**src/rtl/randomized_queue_engine_core_defines.svh**
```systemverilog
// Assertion macros shared by the randomized queue engine RTL.
// Included by the controller and datapath files; no other dependencies.
`ifndef RANDOMIZED_QUEUE_ENGINE_CORE_DEFINES_SVH
`define RANDOMIZED_QUEUE_ENGINE_CORE_DEFINES_SVH

`ifndef SYNTHESIS
// Check that a property holds at every rising clock edge outside reset.
`define RQE_ASSERT(label, clk, rst_n, prop) \
    label: assert property (@(posedge clk) disable iff (!rst_n) prop) \
        else $error("rqe assertion failed");
// Check that a condition never holds outside reset.
`define RQE_ASSERT_NEVER(label, clk, rst_n, cond) \
    label: assert property (@(posedge clk) disable iff (!rst_n) !(cond)) \
        else $error("rqe forbidden condition seen");
`else
`define RQE_ASSERT(label, clk, rst_n, prop)
`define RQE_ASSERT_NEVER(label, clk, rst_n, cond)
`endif

`endif

```
**src/rtl/rqe_pkg.sv**
```systemverilog
// Shared types and codes for the randomized queue engine.
// Used by the controller, the datapath and the top level; no dependencies.
package rqe_pkg;

    localparam int OP_W     = 2;
    localparam int STATUS_W = 2;

    // Request kinds; the fourth code is ignored
    typedef enum logic [OP_W-1:0] {
        OP_ENQUEUE = 2'd0,
        OP_DEQUEUE = 2'd1,
        OP_SAMPLE  = 2'd2
    } op_t;

    // Result status codes
    typedef enum logic [STATUS_W-1:0] {
        RS_OK    = 2'd0,
        RS_FULL  = 2'd1,
        RS_EMPTY = 2'd2
    } rsp_t;

    // Commands from controller to datapath
    typedef struct packed {
        logic load_req;
        logic set_status;
        rsp_t status_code;
        logic div_start;
        logic div_step;
        logic mem_enq;
        logic mem_rd_slot;
        logic capture_result;
        logic mem_rd_last;
        logic mem_move;
        logic load_out;
    } rqe_cmd_t;

    // Status from datapath to controller
    typedef struct packed {
        op_t  opcode;
        logic full;
        logic empty;
        logic div_last;
        logic out_free;
    } rqe_stat_t;

endpackage

```
**src/rtl/randomized_queue_engine_core.sv**
```systemverilog
// Randomized queue engine: one request in, one result out per item, one at a time.
// Enqueue writes the entry store; a request to a full or empty queue only sets the
// status, an ignored request answers OK, and dequeue and sample run the bit-serial remainder unit.
// The next item is not accepted until the result is loaded into the output register;
// a stalled output holds the next result and the input with it.
// Reset clears the count and handshake state; the entry store is not cleared.
module randomized_queue_engine_core
    import rqe_pkg::*;
#(
    parameter int QUEUE_DEPTH  = 16,
    parameter int ITEM_WIDTH   = 32,
    parameter int RANDOM_WIDTH = 16
)
(
    input  logic                  clk,
    input  logic                  rst_n,
    input  logic                  s_tvalid,
    output logic                  s_tready,
    // item_in, random_word, zero padding
    input  logic [((ITEM_WIDTH+RANDOM_WIDTH+7)/8)*8-1:0]          s_tdata,
    // opcode
    input  logic [OP_W-1:0]       s_tuser,
    output logic                  m_tvalid,
    input  logic                  m_tready,
    // item_out, count, zero padding
    output logic [((ITEM_WIDTH+$clog2(QUEUE_DEPTH+1)+7)/8)*8-1:0] m_tdata,
    // status
    output logic [STATUS_W-1:0]   m_tuser
);

    localparam int CW    = $clog2(QUEUE_DEPTH + 1);
    localparam int OUT_W = ((ITEM_WIDTH + CW + 7) / 8) * 8;

    rqe_cmd_t              cmd;
    rqe_stat_t             stat;
    rsp_t                  status;
    logic [ITEM_WIDTH-1:0] item_out;
    logic [CW-1:0]         count;

    rqe_ctrl u_ctrl (
        .clk      (clk),
        .rst_n    (rst_n),
        .s_tvalid (s_tvalid),
        .s_tready (s_tready),
        .stat     (stat),
        .cmd      (cmd)
    );

    rqe_datapath #(
        .QUEUE_DEPTH  (QUEUE_DEPTH),
        .ITEM_WIDTH   (ITEM_WIDTH),
        .RANDOM_WIDTH (RANDOM_WIDTH)
    ) u_datapath (
        .clk         (clk),
        .rst_n       (rst_n),
        .opcode      (op_t'(s_tuser)),
        .item_in     (s_tdata[ITEM_WIDTH-1:0]),
        .random_word (s_tdata[ITEM_WIDTH +: RANDOM_WIDTH]),
        .cmd         (cmd),
        .stat        (stat),
        .m_tready    (m_tready),
        .m_tvalid    (m_tvalid),
        .status      (status),
        .item_out    (item_out),
        .count       (count)
    );

    // Pack the result item
    assign m_tdata = OUT_W'({count, item_out});
    assign m_tuser = status;

endmodule

```
**src/rtl/rqe_ctrl.sv**
```systemverilog
// Sequencing state machine of the randomized queue engine.
// Depends on rqe_pkg and the assertion macros header.
`include "randomized_queue_engine_core_defines.svh"

module rqe_ctrl
    import rqe_pkg::*;
(
    input  logic      clk,
    input  logic      rst_n,
    input  logic      s_tvalid,
    output logic      s_tready,
    input  rqe_stat_t stat,
    output rqe_cmd_t  cmd
);

    typedef enum logic [2:0] {
        S_IDLE,
        S_DECODE,
        S_ENQ,
        S_DIV,
        S_RD_SLOT,
        S_RD_LAST,
        S_MOVE,
        S_RESP
    } state_t;

    state_t state_reg;
    state_t state_next;
    logic   ready_reg;
    logic   ready_next;

    assign s_tready = ready_reg;

    // Decode commands and pick the next state
    always_comb
    begin
        cmd        = '0;
        cmd.status_code = RS_OK;
        state_next = state_reg;
        ready_next = ready_reg;
        case (state_reg)
            S_IDLE:
            begin
                if (s_tvalid && ready_reg)
                begin
                    cmd.load_req = 1'b1;
                    ready_next   = 1'b0;
                    state_next   = S_DECODE;
                end
            end
            S_DECODE:
            begin
                case (stat.opcode)
                    OP_ENQUEUE:
                    begin
                        if (stat.full)
                        begin
                            cmd.set_status  = 1'b1;
                            cmd.status_code = RS_FULL;
                            state_next      = S_RESP;
                        end
                        else
                        begin
                            state_next = S_ENQ;
                        end
                    end
                    OP_DEQUEUE, OP_SAMPLE:
                    begin
                        if (stat.empty)
                        begin
                            cmd.set_status  = 1'b1;
                            cmd.status_code = RS_EMPTY;
                            state_next      = S_RESP;
                        end
                        else
                        begin
                            cmd.div_start = 1'b1;
                            state_next    = S_DIV;
                        end
                    end
                    default:
                    begin
                        state_next = S_RESP;
                    end
                endcase
            end
            S_ENQ:
            begin
                cmd.mem_enq = 1'b1;
                state_next  = S_RESP;
            end
            S_DIV:
            begin
                cmd.div_step = 1'b1;
                if (stat.div_last)
                begin
                    state_next = S_RD_SLOT;
                end
            end
            S_RD_SLOT:
            begin
                cmd.mem_rd_slot = 1'b1;
                state_next      = S_RD_LAST;
            end
            S_RD_LAST:
            begin
                cmd.capture_result = 1'b1;
                if (stat.opcode == OP_DEQUEUE)
                begin
                    cmd.mem_rd_last = 1'b1;
                    state_next      = S_MOVE;
                end
                else
                begin
                    state_next = S_RESP;
                end
            end
            S_MOVE:
            begin
                cmd.mem_move = 1'b1;
                state_next   = S_RESP;
            end
            S_RESP:
            begin
                if (stat.out_free)
                begin
                    cmd.load_out = 1'b1;
                    ready_next   = 1'b1;
                    state_next   = S_IDLE;
                end
            end
            default:
            begin
                ready_next = 1'b1;
                state_next = S_IDLE;
            end
        endcase
    end

    // Hold state and the ready flag
    always_ff @(posedge clk or negedge rst_n)
    begin
        if (!rst_n)
        begin
            state_reg <= S_IDLE;
            ready_reg <= 1'b1;
        end
        else
        begin
            state_reg <= state_next;
            ready_reg <= ready_next;
        end
    end

    `RQE_ASSERT(a_out_load_free, clk, rst_n, cmd.load_out |-> stat.out_free)
    `RQE_ASSERT(a_accept_decode, clk, rst_n, (s_tvalid && s_tready) |=> state_reg == S_DECODE)
    `RQE_ASSERT(a_move_after_read, clk, rst_n, (state_reg == S_MOVE) |-> $past(state_reg == S_RD_LAST))

endmodule

```
**src/rtl/rqe_datapath.sv**
```systemverilog
// Datapath of the randomized queue engine: request registers, entry store,
// bit-serial remainder unit, fill count and output register.
// Depends on rqe_pkg and the assertion macros header.
`include "randomized_queue_engine_core_defines.svh"

module rqe_datapath
    import rqe_pkg::*;
#(
    parameter int QUEUE_DEPTH  = 16,
    parameter int ITEM_WIDTH   = 32,
    parameter int RANDOM_WIDTH = 16
)
(
    input  logic                             clk,
    input  logic                             rst_n,
    input  op_t                              opcode,
    input  logic [ITEM_WIDTH-1:0]            item_in,
    input  logic [RANDOM_WIDTH-1:0]          random_word,
    input  rqe_cmd_t                         cmd,
    output rqe_stat_t                        stat,
    input  logic                             m_tready,
    output logic                             m_tvalid,
    output rsp_t                             status,
    output logic [ITEM_WIDTH-1:0]            item_out,
    output logic [$clog2(QUEUE_DEPTH+1)-1:0] count
);

    localparam int CW     = $clog2(QUEUE_DEPTH + 1);
    localparam int AW     = $clog2(QUEUE_DEPTH);
    localparam int RIDX_W = $clog2(RANDOM_WIDTH);

    logic [ITEM_WIDTH-1:0]   mem [QUEUE_DEPTH];

    op_t                     opcode_reg;
    logic [ITEM_WIDTH-1:0]   item_reg;
    logic [RANDOM_WIDTH-1:0] rnd_reg;
    logic [CW-1:0]           count_reg;
    logic [CW-1:0]           rem_reg;
    logic [CW-1:0]           rem_next;
    logic [RIDX_W-1:0]       div_cnt_reg;
    rsp_t                    status_reg;
    logic [ITEM_WIDTH-1:0]   result_reg;
    logic [ITEM_WIDTH-1:0]   rd_data_reg;
    logic                    out_valid_reg;
    rsp_t                    out_status_reg;
    logic [ITEM_WIDTH-1:0]   out_item_reg;
    logic [CW-1:0]           out_count_reg;

    logic [CW:0]             trial;
    logic [CW-1:0]           trial_sub;
    logic                    wr_en;
    logic [AW-1:0]           wr_addr;
    logic [ITEM_WIDTH-1:0]   wr_data;
    logic                    rd_en;
    logic [AW-1:0]           rd_addr;
    logic [AW-1:0]           slot_addr;
    logic [AW-1:0]           last_addr;

    // Status toward the controller
    assign stat.opcode   = opcode_reg;
    assign stat.full     = (count_reg == CW'(QUEUE_DEPTH));
    assign stat.empty    = (count_reg == '0);
    assign stat.div_last = (div_cnt_reg == '0);
    assign stat.out_free = !out_valid_reg || m_tready;

    // One restoring remainder step: shift in the next random bit
    assign trial     = {rem_reg, rnd_reg[div_cnt_reg]};
    assign trial_sub = trial[CW-1:0] - count_reg;
    assign rem_next  = (trial >= {1'b0, count_reg}) ? trial_sub : trial[CW-1:0];

    assign slot_addr = rem_reg[AW-1:0];
    assign last_addr = AW'(count_reg - CW'(1));

    // Store port selection: enqueue at the count, move last entry into the slot
    always_comb
    begin
        wr_en   = cmd.mem_enq || cmd.mem_move;
        wr_addr = cmd.mem_enq ? count_reg[AW-1:0] : slot_addr;
        wr_data = cmd.mem_enq ? item_reg : rd_data_reg;
        rd_en   = cmd.mem_rd_slot || cmd.mem_rd_last;
        rd_addr = cmd.mem_rd_last ? last_addr : slot_addr;
    end

    // Entry store with registered read
    always_ff @(posedge clk)
    begin
        if (wr_en)
        begin
            mem[wr_addr] <= wr_data;
        end
        if (rd_en)
        begin
            rd_data_reg <= mem[rd_addr];
        end
    end

    // Latch the request and hold the working values
    always_ff @(posedge clk)
    begin
        if (cmd.load_req)
        begin
            item_reg   <= item_in;
            rnd_reg    <= random_word;
            result_reg <= '0;
        end
        else if (cmd.capture_result)
        begin
            result_reg <= rd_data_reg;
        end
        if (cmd.load_out)
        begin
            out_status_reg <= status_reg;
            out_item_reg   <= result_reg;
            out_count_reg  <= count_reg;
        end
    end

    // Control state: opcode, count, remainder, status and output valid
    always_ff @(posedge clk or negedge rst_n)
    begin
        if (!rst_n)
        begin
            opcode_reg    <= OP_ENQUEUE;
            count_reg     <= '0;
            rem_reg       <= '0;
            div_cnt_reg   <= '0;
            status_reg    <= RS_OK;
            out_valid_reg <= 1'b0;
        end
        else
        begin
            if (cmd.load_req)
            begin
                opcode_reg <= opcode;
                status_reg <= RS_OK;
            end
            else if (cmd.set_status)
            begin
                status_reg <= cmd.status_code;
            end
            if (cmd.mem_enq)
            begin
                count_reg <= count_reg + CW'(1);
            end
            else if (cmd.mem_move)
            begin
                count_reg <= count_reg - CW'(1);
            end
            if (cmd.div_start)
            begin
                rem_reg     <= '0;
                div_cnt_reg <= RIDX_W'(RANDOM_WIDTH - 1);
            end
            else if (cmd.div_step)
            begin
                rem_reg     <= rem_next;
                div_cnt_reg <= div_cnt_reg - RIDX_W'(1);
            end
            if (cmd.load_out)
            begin
                out_valid_reg <= 1'b1;
            end
            else if (m_tready)
            begin
                out_valid_reg <= 1'b0;
            end
        end
    end

    assign m_tvalid = out_valid_reg;
    assign status   = out_status_reg;
    assign item_out = out_item_reg;
    assign count    = out_count_reg;

    `RQE_ASSERT_NEVER(a_count_range, clk, rst_n, count_reg > CW'(QUEUE_DEPTH))
    `RQE_ASSERT(a_slot_in_range, clk, rst_n, cmd.mem_rd_slot |-> rem_reg < count_reg)
    `RQE_ASSERT(a_enq_count, clk, rst_n, cmd.mem_enq |=> count_reg == $past(count_reg) + CW'(1))

endmodule
```
**config.mk**
```make
export PLATFORM = sky130hd
export DESIGN_NAME = randomized_queue_engine_core
export DESIGN_NICKNAME = d
export VERILOG_FILES = /design/src/rtl/rqe_pkg.sv /design/src/rtl/randomized_queue_engine_core.sv /design/src/rtl/rqe_ctrl.sv /design/src/rtl/rqe_datapath.sv
export VERILOG_INCLUDE_DIRS = /design/src /design/src/rtl
export SDC_FILE = /design/constraint.sdc
export NUM_CORES = 1
export LEC_CHECK = 0
export ABC_AREA = 1
export BUFFER_PORTS_ARGS = -buffer_cell sky130_fd_sc_hd__buf_2
export CAP_MARGIN = 30
export CORE_AREA = 2 2 245 247
export DETAILED_ROUTE_END_ITERATION = 10
export DIE_AREA = 0 0 247 249
export PLACE_DENSITY = 0.69
export SYNTH_ARGS = -nofsm -noshare
export SYNTH_HDL_FRONTEND = slang
export SYNTH_SLANG_ARGS = --single-unit
```
**constraint.sdc**
```tcl
create_clock -name clk -period 8.8 [get_ports clk]
set_input_delay 1.32 -clock clk [delete_from_list [all_inputs] [get_ports clk]]
set_output_delay 1.32 -clock clk [all_outputs]
set_load 0.01 [all_outputs]
```
==> results of run 1 <==
[where the power goes]
group / switching [mW] / internal, mW
Sequential: 0.266 / 4.59
Clock: 1.22 / 1.58
Combinational: 2.98 / 1.05
Total: 4.47 / 7.22
[metal layers]
layer,part of all wire (%),wire [um]
met1,40,28770
met2,47,33470
met3,10,7122
met4,2.6,1882
met5,0,0
[critical path: cells and delay by family, from the launching register on]
| kind | cells | cell delay (ps) |
|---|---|---|
| DFF | 1 | 540 |
| AOI/OAI and AO/OA | 1 | 280 |
| buffers and inverters | 3 | 1090 |
| and+or+nand+nor | 5 | 2110 |
[cells in the mapped netlist, drive strengths merged (7+ instances only)]
library cell / count / area [sq um]
nand2: 604 / 2277
o21ai: 30 / 153.9
nand3: 625 / 3128
dfrtp: 22 / 550.5
o211ai: 7 / 52.55
edfxtp: 631 / 18950
clkbuf: 59 / 221.5
buf: 81 / 409.2
inv: 560 / 2102
a21oi: 42 / 214.0
nor2: 48 / 195.2
ha: 12 / 150.1
dfxtp: 32 / 640.6
[area by class of cell]
| class | count | share of cell area, % |
|---|---|---|
| tap | 773 | 2.928 |
| clock inverter | 37 | 0.9054 |
| sequential | 686 | 61.05 |
| timing repair buffer | 134 | 3.167 |
| inverter | 561 | 6.375 |
| clock buffer | 86 | 5.580 |
| multi-input combinational | 1394 | 19.99 |
[cells by family (layout without fill, tap and decap cells)]
family / count (synthesis) / in the layout
AOI/OAI and AO/OA: 86 / 86
xor gates and xnor gates: 5 / 5
adders and majority gates: 13 / 13
buffers and inverters: 701 / 818
DFF: 686 / 686
other: 1 / 3
and+or+nand+nor: 1287 / 1287
[path summary, 6_finish.rpt]
kind	end	slack, ps	depth (start not counted)
max	u_datapath.mem[15][0]	4370	9
max in group asynchronous	u_ctrl.state_reg[0]	7720	1
max reg2reg	u_datapath.mem[15][0]	4370	9
min in group asynchronous	u_datapath.count_reg[4]	700	1
min reg2reg	u_datapath.item_out[17]	430	0
min	u_datapath.item_out[17]	430	0
[stage by stage]
stage	hold WS, ps	worst slack, ps	utilization (%)	cell area (sq um)	total power [mW]
2_1_floorplan	408.6	5294	-	29280	7.395
3_3_place_gp	414.0	4425	51.96	30490	8.675
3_5_place_dp	416.1	4425	52.59	30860	8.855
4_1_cts	431.0	4431	56.24	33000	11.65
5_1_grt	437.3	4070	56.28	33030	12.27
6_report	432.2	4369	56.28	33030	11.69
==> qor.yml, run 1 <==
critical_path:
  crit_path_cell_trace: "nand2_2, nor2_4, inv_1, buf_4, o21ai_0, inv_1, nor2_1, nand2_1, nor2_4"
  crit_type: "flip-flop to flip-flop"
  crit_fanout: 36
  crit_start: "u_ctrl.state_reg[1]"
  end_kind: "flip-flop"
  critPathArrivalTime_ps: 4660
  crit_slowest_cell: "nor2_4"
  start_kind: "flip-flop"
  critical_path.max_stage_delay_ps: 850
  reg2reg_from: "u_ctrl.state_reg[1]"
  required_ps: 9030
grt:
  grt_antenna_before_repair: 0
  grt_start_max_net_pins: 78
  grt_pass1_vias: 19174
  use_met1_pct: 32.46
  grt.total_usage_pct: 23.31
  gr-usage-met2_pct: 37.04
  grt.overflow.total: 0
  gr-usage-met3_pct: 3.857
  busiest_layer: "met2"
  grt_pass1_wl_um: 109500
clock_tree:
  cts_buffers: 69
  path_clk_slew_ps: 60
  cts_tree: "done"
  root_buffer: "clkbuf_16"
  ctsResizeCount: 0
  clock_path_buffers: 3
  ctsHoldBuffers: 0
  cts_max_level: 3
  post-cts-setup-buffers: 0
  cts_sinks: 686
  clock_latency_ps: 620
timing:
  setup_tns_ps: 0
  max_slew.worst_pin.slew_ps: 1017
  period_needed_ps: 4431
  fin_worst_skew_ps: 14.38
  setup_viol: 0
  hold_viol: 0
  rsz0062_at_grt: "no"
  timing.slew.headroom_pct: 32.02
  slew_viol_final: 0
  fin_crit_sh_pct: 50.36
  timing.fmax_ghz: 0.2257
die:
  fp.dieW_um: 247
  ioPinCount: 98
  core_area_sq_um: 58690
  start_util_pct: 49.88
  dieArea_sq_um: 61500
  num_rows: 89
  die_y_um: 249
finish:
  fin_nets: 2913
  diodes: 0
  area_growth_pct: 12.83
  most-common-layout-cells: "631 x edfxtp_1, 625 x nand3_1, 599 x nand2_1"
  multiInputGateArea_sq_um: 6603
  fillers: 4726
  fin_cells: 3671
  regMostFlops: "u_datapath.mem"
  seq_area_sq_um: 20170
  largest_register_ffs: 512
  mostFrequentLayoutCell: "edfxtp_1"
  drive_gt1_share_pct: 9.351
routing:
  num_vias: 19798
  vias_per_cell: 5.393
  dr.first_iter.drc_count: 2188
  first_pass_iters: 7
  drt_wl_total_um: 71250
  ant_nets: 0
  wl_per_cell_um: 19.41
  drc: 0
synthesis:
  synth.avg_cell_area_sq_um: 10.53
  synth-edff-count: 631
  synth-xor-area-share_pct: 0.1496
  yosys_warnings: 0
  synth_fa_ha_area_share_pct: 0.5813
  ys_seq_elements: 686
  synth-compound-area-share_pct: 1.620
  yosys.area_share.simple_pct: 19.40
  yosysSeqAreaShare_pct: 68.88
  synthMuxAreaShare_pct: 0
  syn_area_sq_um: 29270
  synth.distinct_cells: 38
  synthArstFlopShare_pct: 3.353
  synth_top_family_by_area: "simple AND/OR/NAND/NOR gates"
  ys.flop_type: "edfxtp_1"
  syn_inst: 2779
status:
  outcome: "finished, final reports clean"
placement:
  dp_cells: 3547
  place_congestion: 0.8480
  io_buffers: 94
  dp.final_hpwl_um: 43170
hold_path:
  hold_start: "u_datapath.result_reg[17]"
  hold_class: "flip-flop to flip-flop"
run:
  cap_violations: 0
power_and_ir_drop:
  ir_drop_v: 0.0002777
  leakage_nw: 13.97
  p_per_area_nw_per_um2: 353.8
Note: power is estimated with default switching activity, not from simulation.
==> run 2, diff against run 1 <==
- clock period: 8.8 -> 4.2 ns (I/O delays scaled with it)
==> run 2 against run 1 <==
  * Clock power rose by 100%
  * Combinational power increased by 110%
  * Critical path type unchanged
  * Fmax up 37%
  * Count of clock-buffer cells in the layout is 7 higher
  * Sequential share of layout area did not move
  * Routed wire length grew 3.5%
==> qor.yml, run 2 (synthesis gave the netlist of run 1 again) <==
status:
  outcome: "finished, final reports clean"
timing:
  setup_viol: 0
  period_needed_ps: 3243
  rsz0062_at_grt: "no"
  hold_viol: 0
  max_slew.worst_pin.slew_ps: 1021
  timing.slew.headroom_pct: 31.81
  fin_worst_skew_ps: 20.36
  fin_hold_ws_ps: 6.054
  fin_crit_sh_pct: 77.22
  timing.fmax_ghz: 0.3083
  slew_viol_final: 0
  postLayoutSetupSlackWorst_ps: 956.9
  setup_tns_ps: 0
grt:
  grt_antenna_before_repair: 0
  grt.overflow.total: 0
  grt_pass1_wl_um: 112300
  grt_start_max_net_pins: 102
  grt.total_usage_pct: 24.01
  grt_pass1_vias: 19426
finish:
  diodes: 0
  most-common-layout-cells: "631 x edfxtp_1, 625 x nand3_1, 599 x nand2_1"
  fin_util_pct: 56.28
  drive_gt1_share_pct: 9.373
  area_growth_pct: 12.83
  fin_nets: 2921
  largest_register_ffs: 512
  mostFrequentLayoutCell: "edfxtp_1"
  fin_cells: 3675
  fin_area_sq_um: 33030
  fillers: 4746
  regMostFlops: "u_datapath.mem"
placement:
  place_ws_ps: 1001
  io_buffers: 94
  placed_area_sq_um: 30950
  dp.final_hpwl_um: 40000
  dp_cells: 3556
  place_congestion: 0.8253
die:
  die_y_um: 249
  dieArea_sq_um: 61500
  ioPinCount: 98
  start_util_pct: 49.88
  num_rows: 89
  core_area_sq_um: 58690
  fp.dieW_um: 247
critical_path:
  crit_start: "u_datapath.opcode_reg[1]"
  reg2reg_from: "u_datapath.opcode_reg[1]"
  crit_type: "flip-flop to flip-flop"
  required_ps: 4550
  crit_fanout: 38
  end_kind: "flip-flop"
  ff2ff_setup_slack_ps: 960
  critPathArrivalTime_ps: 3600
  start_kind: "flip-flop"
run:
  cap_violations: 0
routing:
  ant_nets: 0
  drc: 0
  wl_per_cell_um: 20.07
  drt_wl_total_um: 73760
  vias_per_cell: 5.434
  dr.first_iter.drc_count: 1985
  first_pass_iters: 5
  num_vias: 19971
power_and_ir_drop:
  leakage_nw: 13.99
  p_per_area_nw_per_um2: 733.5
  ir_drop_v: 0.0005936
  power_mw: 24.23
clock_tree:
  cts_max_level: 3
  cts_sinks: 686
  ctsHoldBuffers: 0
  clock_path_buffers: 3
  post-cts-setup-buffers: 0
  cts_tree: "done"
  ctsResizeCount: 0
  cts_buffers: 68
  clock_latency_ps: 610
  path_clk_slew_ps: 60
  root_buffer: "clkbuf_16"
hold_path:
  hold_class: "primary input to asynchronous set/reset pin"
run 2: changes by cell type in the layout (fill, tap and decap cells not counted), sizes merged:
cell      change
bufinv        -2
buf           +9
inv           -1
clkbuf        +7
clkinv        -7
clkinvlp      -2
run 2: path summary, 6_finish.rpt:
path	end	depth (start not counted)
max in group asynchronous	u_datapath.rem_reg[2]	1
worst max register to register	u_datapath.rd_data_reg[15]	10
worst max-delay path	u_datapath.rd_data_reg[15]	10
min in group clk	u_datapath.item_reg[15]	1
worst min register to register	u_datapath.item_out[17]	0
worst min-delay path	u_datapath.status_reg[1]	1
run 2: power breakdown:
| group | switching (mW) | internal, mW |
|---|---|---|
| combinational | 6.15 | 2.28 |
| sequential | 0.518 | 9.59 |
| clock | 2.46 | 3.23 |
| total | 9.12 | 15.1 |
run 2: final cells by class:
| type | count | area (sq um) | area share (%) |
|---|---|---|---|
| sequential | 686 | 20170 | 61.05 |
| multi-input combinational | 1394 | 6603 | 19.99 |
| clock inverter | 25 | 145.1 | 0.4394 |
| clock buffer | 93 | 1909 | 5.781 |
| timing repair buffer | 143 | 1134 | 3.432 |
| inverter | 561 | 2106 | 6.375 |
| tap | 773 | 967.2 | 2.928 |
run 2: critical path: stages (launching register included):
cell and delay (ps):
dfrtp_1 390, inv_1 100, ha_1 350, nand4_2 420, inv_1 340, o21ai_4 280
inv_2 120, buf_4 530, nand3_1 160, nand3_1 180, nand2_1 80
run 2: metal layers:
metal	global-route usage, %	vias to the layer above	share of wire, %
met4	8.657	0	2.9
li1	-	9265	-
met2	39.94	901	48
met3	4.083	161	9.0
met5	0	-	0
met1	31.70	9644	40
